## config.mk

```make
export PLATFORM = sky130hd
export DESIGN_NAME = bmg_depth
export DESIGN_NICKNAME = d
export VERILOG_FILES = /design/src/sv/bmg_pkg.sv /design/src/sv/bmg_depth.sv
export SDC_FILE = /design/constraint.sdc
export NUM_CORES = 2
export LEC_CHECK = 0
export BUFFER_PORTS_ARGS = -buffer_cell sky130_fd_sc_hd__clkbuf_2
export CAP_MARGIN = 15
export CORE_MARGIN = 5
export CORE_UTILIZATION = 60
export CTS_BUF_LIST = sky130_fd_sc_hd__clkbuf_8
export DETAILED_ROUTE_END_ITERATION = 7
export PLACE_DENSITY = 0.76
export SYNTH_ARGS = -nofsm -noshare
export SYNTH_HDL_FRONTEND = slang
export SYNTH_SLANG_ARGS = --single-unit
```

## constraint.sdc

```tcl
create_clock -name clk -period 15.9 [get_ports clk]
set_clock_uncertainty 0.15 [all_clocks]
set_input_delay 0.795 -clock clk [delete_from_list [all_inputs] [get_ports clk]]
set_output_delay 0.795 -clock clk [all_outputs]
set_load 0.005 [all_outputs]
```

## src/sv/bmg_pkg.sv

```systemverilog
`default_nettype none
package bmg_pkg;

  localparam int DimW   = 9;
  localparam int DepthW = 17;
  localparam int MaxDim = 256;

  // (255 * sqrt(3))^2, full-scale sum of squares
  localparam logic [17:0] DepthDiv = 18'd195075;

  typedef enum logic [1:0] {
    TAP_CENTER,
    TAP_X,
    TAP_Y
  } tap_t;

  typedef struct packed {
    logic valid;
    tap_t tap;
  } tap_ctl_t;

  typedef enum logic [2:0] {
    REG_BUMP_ENABLE,
    REG_MAP_WIDTH,
    REG_MAP_HEIGHT,
    REG_INV_SCALE,
    REG_BUMP_RATE
  } cfg_reg_t;

  // eight restoring remainder steps
  function automatic logic [DimW-1:0] mod_step8(input logic [DimW-1:0] rem_in,
                                                input logic [7:0] bits,
                                                input logic [DimW-1:0] dim);
    logic [DimW:0] acc;
    logic [DimW-1:0] r;
    r = rem_in;
    for (int i = 7; i >= 0; i--) begin
      acc = {r, bits[i]};
      if (acc >= {1'b0, dim}) begin
        acc = acc - {1'b0, dim};
      end
      r = acc[DimW-1:0];
    end
    return r;
  endfunction

  function automatic logic [DimW-1:0] clamp_dim(input logic [DimW-1:0] d);
    logic [DimW-1:0] r;
    r = d;
    if (d == '0) begin
      r = DimW'(1);
    end else if (32'(d) > 32'(MaxDim)) begin
      r = DimW'(MaxDim);
    end
    return r;
  endfunction

endpackage
`default_nettype wire

```

## src/sv/bmg_depth.sv

```systemverilog
`default_nettype none
module bmg_depth (
  input  wire logic                        clk,
  input  wire logic                        rst,
  input  wire logic                        en,
  input  wire logic [23:0]                 texel,
  input  wire bmg_pkg::tap_ctl_t           ctl_in,
  output logic [bmg_pkg::DepthW-1:0]       depth,
  output bmg_pkg::tap_ctl_t                ctl_out
);

  localparam int NSt = 17;
  localparam logic [33:0] Recip = 34'((64'd1 << 50) / 64'd195075);

  bmg_pkg::tap_ctl_t c1, c2, c3, c4;
  logic [17:0] sq1, sq2, sq3;
  logic [51:0] p2;
  logic [32:0] qe3, q4;
  logic [50:0] pc3;
  logic [32:0] qe_w;
  logic [50:0] rem_w;

  logic [33:0] iv [NSt];
  logic [18:0] ir [NSt];
  logic [16:0] io [NSt];
  bmg_pkg::tap_ctl_t ic [NSt];
  logic [33:0] sv [NSt];
  logic [18:0] sr [NSt];
  logic [16:0] so [NSt];
  bmg_pkg::tap_ctl_t sc [NSt];
  logic [20:0] acc_w [NSt];
  logic [20:0] trial_w [NSt];
  logic [33:0] nv [NSt];
  logic [18:0] nr [NSt];
  logic [16:0] no [NSt];

  assign qe_w  = p2[50:18];
  assign rem_w = {1'b0, sq3, 32'b0} - pc3;

  always_ff @(posedge clk) begin
    if (rst) begin
      c1 <= '0;
      c2 <= '0;
      c3 <= '0;
      c4 <= '0;
    end else if (en) begin
      c1 <= ctl_in;
      c2 <= c1;
      c3 <= c2;
      c4 <= c3;
    end
  end

  // reciprocal multiply, then one correction step
  always_ff @(posedge clk) begin
    if (en) begin
      sq1 <= 18'(texel[7:0]) * 18'(texel[7:0]) + 18'(texel[15:8]) * 18'(texel[15:8])
             + 18'(texel[23:16]) * 18'(texel[23:16]);
      sq2 <= sq1;
      p2  <= 52'(sq1) * 52'(Recip);
      sq3 <= sq2;
      qe3 <= qe_w;
      pc3 <= 51'(qe_w) * 51'(bmg_pkg::DepthDiv);
      q4  <= (rem_w >= 51'(bmg_pkg::DepthDiv)) ? qe3 + 33'd1 : qe3;
    end
  end

  // square root, one result bit per stage
  always_comb begin
    iv[0] = {1'b0, q4};
    ir[0] = '0;
    io[0] = '0;
    ic[0] = c4;
    for (int k = 1; k < NSt; k++) begin
      iv[k] = sv[k-1];
      ir[k] = sr[k-1];
      io[k] = so[k-1];
      ic[k] = sc[k-1];
    end
    for (int k = 0; k < NSt; k++) begin
      acc_w[k]   = {ir[k], iv[k][33:32]};
      trial_w[k] = {2'b0, io[k], 2'b01};
      nv[k]      = {iv[k][31:0], 2'b00};
      if (acc_w[k] >= trial_w[k]) begin
        nr[k] = 19'(acc_w[k] - trial_w[k]);
        no[k] = {io[k][15:0], 1'b1};
      end else begin
        nr[k] = acc_w[k][18:0];
        no[k] = {io[k][15:0], 1'b0};
      end
    end
  end

  always_ff @(posedge clk) begin
    for (int k = 0; k < NSt; k++) begin
      if (rst) begin
        sc[k] <= '0;
      end else if (en) begin
        sc[k] <= ic[k];
      end
      if (en) begin
        sv[k] <= nv[k];
        sr[k] <= nr[k];
        so[k] <= no[k];
      end
    end
  end

  assign depth   = so[NSt-1];
  assign ctl_out = sc[NSt-1];

endmodule
`default_nettype wire

```

==> summary.md <==
| Metric | Value |
|---|---|
| Crit Path Max Fanout | 7 |
| Minimum clock period after layout | around 7.3 ns |
| Minimum hold slack | between 0.08 and 0.09 ns |
| Pre-antenna DRT Iters | 5 |
| Synth Register Bits | roughly 970 |
| DRC | 0 |
| IO buf count | 49 |
| Critical Path RT | between 15 and 20 ns |
| Largest net degree at the start of global routing | between 150 and 200 |
| Class of the worst hold path | in2reg |
| Mapped cell area | between 0.06 and 0.07 mm² |
| Worst Tran Pin Value | 1.14 ns |
| Seq/Total Area, Yosys | between 40% and 50% |
| Worst-path cell chain | inv_1 -> fa_1 -> fa_1 -> inv_1 -> fa_1 -> fa_1 -> inv_1 -> fa_1 -> fa_1 -> inv_1 -> ha_1 -> inv_1 -> nor3_1 -> a31oi_1 -> o21ai_0 -> o221ai_1 -> o311ai_0 -> a31oi_1 -> o21ai_0 -> a21oi_1 -> xnor2_1 |
| Setup slack, reg-to-reg | 8.56 ns |
| # IOs | 50 |
| Final Max Slew Viols | 0 |
| Mapped Cells | approximately 5400 |
| Fin crit share | ~46% |
| Multiplexer share of the synthesized area | less than 1% |
| Cell Rows | 119 |
| Worst setup SP type | flop |
| Die Area | around 0.11 mm² |
| GP Congestion | ~0.9 |
| RSZ-0062 raised after global routing | false |
| Ys flop type | edfxtp_1 |
| Largest family of logic cells by synthesized area | adder cells |
| Clk sinks | just under 1000 |
| CP max stage delay | 0.74 ns |
| Vias | 38800 |
| CTS root buf | clkbuf_8 |
| Drt initial violations | between 2000 and 2500 |
| DR WL/cell | approximately 18 µm |
| Asr flop ratio synth | 0% |
| Clock transition at path regs | about 0.06 ns |
| Vias in the first global route | about 40000 |
| Syn avg cell area | approximately 12 µm² |
| Crit. End Element | flop |
| Most common cell after layout, fill and taps aside | inv_1 |
| Crit path top cell by count | fa_1 |
| Worst reg2reg path depth | 21 |
| Fraction of the mapped netlist area in simple logic gates | just over 9% |
| Slowest CP cell | o311ai_0 |
| Reg-to-reg startpoint | p2[22] |
| TNS Setup | 0 ns |
| F_max | roughly 140 MHz |
| Post-Synth XOR/XNOR Area | approximately 4.3% |
| CP top delay family | adder cells |
| Number of synthesized flops with an enable pin | 957 |
| Area Growth Syn to Fin | 7.76% |
| Layout cells sized above 1 | around 5.6% |
| Core area | around 0.11 mm² |
| Fillcell total | between 7000 and 8000 |
| Worst Setup SP | p2[22] |
| Status | finished, final reports clean |
| Starting Density | about three fifths |
| First-pass GRT wire length | 202000 µm |
| Final HPWL DP | 94300 µm |
| Final #Nets | about 6700 |
| Synth Area in Compound Gates | 7.07% |
| Initial antenna violation count | 1 |
| Most frequent cells in the layout | inv_1, edfxtp_1, ha_1, fa_1, nor2_1 |
| # H-tree levels | 4 |
| Slew headroom | 24.1% |
| Reg2reg end | pc3[37] |
| Worst setup path endpoint | pc3[37] |
| Final cell count without fillers | 7038 |
| Final wirelength | 124000 µm |
| Num CTS Buffers | between 150 and 200 |
| CTS resizes | 0 |
| ANT nets after route | 0 |
| Yosys warns | 0 |
| Worst skew pair latency | about 0.83 ns |
| Dpl cells | ~6800 |
| Critical Setup Path Class | reg2reg |
| CTS tree | built |
| Mean number of vias per cell | around 5.5 |
| Overall Global Routing Usage | about 22% |
| Remaining Overflow, GRT | 0 |
| Final Hold Vio Count | 0 |
| Buffers & Inverters on Critical Path | 5 |
| Die X | between 300 and 400 µm |
| Final setup violation count | 0 |
| Arrival @ worst endpoint | roughly 7.7 ns |
| Max Cap Viol | 0 |
| Clock Path Buffers | 3 |
| Die span in y | between 300 and 400 µm |
| Cell depth of the worst setup path | 21 |
| Library cells used by synthesis | 79 |
| Adder-Cell Fraction of Synth Area | a little over a quarter |
| Post-Syn Nets | about 6500 |
layer usage:
| metal | part of all wire [%] | track usage, % |
|---|---|---|
| met1 | 43 | 29.3 |
| met2 | 49 | 38.1 |
| met3 | 4.6 | 3.73 |
| met4 | 3.6 | 8.11 |
| met5 | 0 | 0 |
how the worst min path moves through the flow:
stage,endpoint,depth (start not counted),startpoint
after floorplan,so[0][0],0,q4[32]
after global placement,sq3[11],0,sq2[11]
after detailed placement,sq3[17],0,sq2[17]
after CTS,c1[2],3,ctl_in[2]
after global routing,c1[1],3,ctl_in[1]
final,c1[2],3,ctl_in[2]
through the flow:
stage | util [%] | area, µm² | worst slack (ns)
global route | 65.2 | 68800 | 8.07
detailed placement | 62.3 | 65800 | 8.05
finish | 65.2 | 68800 | 8.56
global placement | 62.3 | 65800 | 8.13
CTS | 65.2 | 68800 | 8.56
floorplan | - | 63900 | 8.69
flip-flops by register name (all words and copies together), names as in the netlist:
name  cells
sq3      18
q4       33
sr      278
pc3      50
c2        3
c1        3
p2       33
sq2      18
c3        3
sc       51
so      153
sv      272
c4        3
sq1      18
qe3      33
logic make-up (layout without fill, tap and decap cells):
group | Yosys count | after routing
xor gates and xnor gates | 316 | 316
DFF | 969 | 969
AOI/OAI and AO/OA | 720 | 720
buffers and inverters | 1033 | 1317
adders and majority gates | 1131 | 1131
muxes | 35 | 35
and+or+nand+nor | 1156 | 1156
other | 1 | 3
final cells by class:
class | count | area, µm² | share of cell area (%)
sequential | 969 | 29000 | 42.1
timing repair buffer | 63 | 413 | 0.600
clock buffer | 163 | 2240 | 3.26
multi-input combinational | 3359 | 31000 | 45.0
inverter | 973 | 3650 | 5.31
tap | 1391 | 1740 | 2.53
antenna | 2 | 5.00 | 0.00727
clock inverter | 118 | 800 | 1.16
Yosys cell counts (28+ instances only):
| master | n | share of area [%] |
|---|---|---|
| a21boi_0 | 28 | 0.33 |
| a21o_1 | 81 | 0.95 |
| a21oi_1 | 211 | 1.7 |
| and2_1 | 122 | 1.2 |
| clkbuf_1 | 51 | 0.30 |
| edfxtp_1 | 957 | 45 |
| fa_1 | 433 | 14 |
| ha_1 | 698 | 14 |
| inv_1 | 971 | 5.7 |
| nand2_1 | 246 | 1.4 |
| nand2b_1 | 51 | 0.50 |
| nand3_1 | 65 | 0.51 |
| nand4_1 | 50 | 0.49 |
| nor2_1 | 271 | 1.6 |
| nor2b_1 | 43 | 0.42 |
| nor3_1 | 106 | 0.83 |
| nor4_1 | 46 | 0.45 |
| o21a_1 | 55 | 0.65 |
| o21ai_0 | 176 | 1.4 |
| o31ai_1 | 33 | 0.39 |
| xnor2_1 | 187 | 2.6 |
| xor2_1 | 129 | 1.8 |
worst reg2reg max path: stages (launching register included):
cell and delay (ns):
edfxtp_1 0.64, inv_1 0.18, fa_1 0.52, fa_1 0.49, inv_1 0.05, fa_1 0.50
fa_1 0.56, inv_1 0.06, fa_1 0.50, fa_1 0.55, inv_1 0.04, ha_1 0.28
inv_1 0.07, nor3_1 0.19, a31oi_1 0.18, o21ai_0 0.37, o221ai_1 0.31, o311ai_0 0.74
a31oi_1 0.24, o21ai_0 0.20, a21oi_1 0.11, xnor2_1 0.14
timing repair:
item,4_1_cts,5_1_grt
hold endpoints to repair,1,0
buffers inserted,0,0
hold buffers,1,0
Power is left out: the tool's default activity adds up to more than one toggle a clock period on the data nets, which glitch-free logic cannot reach.
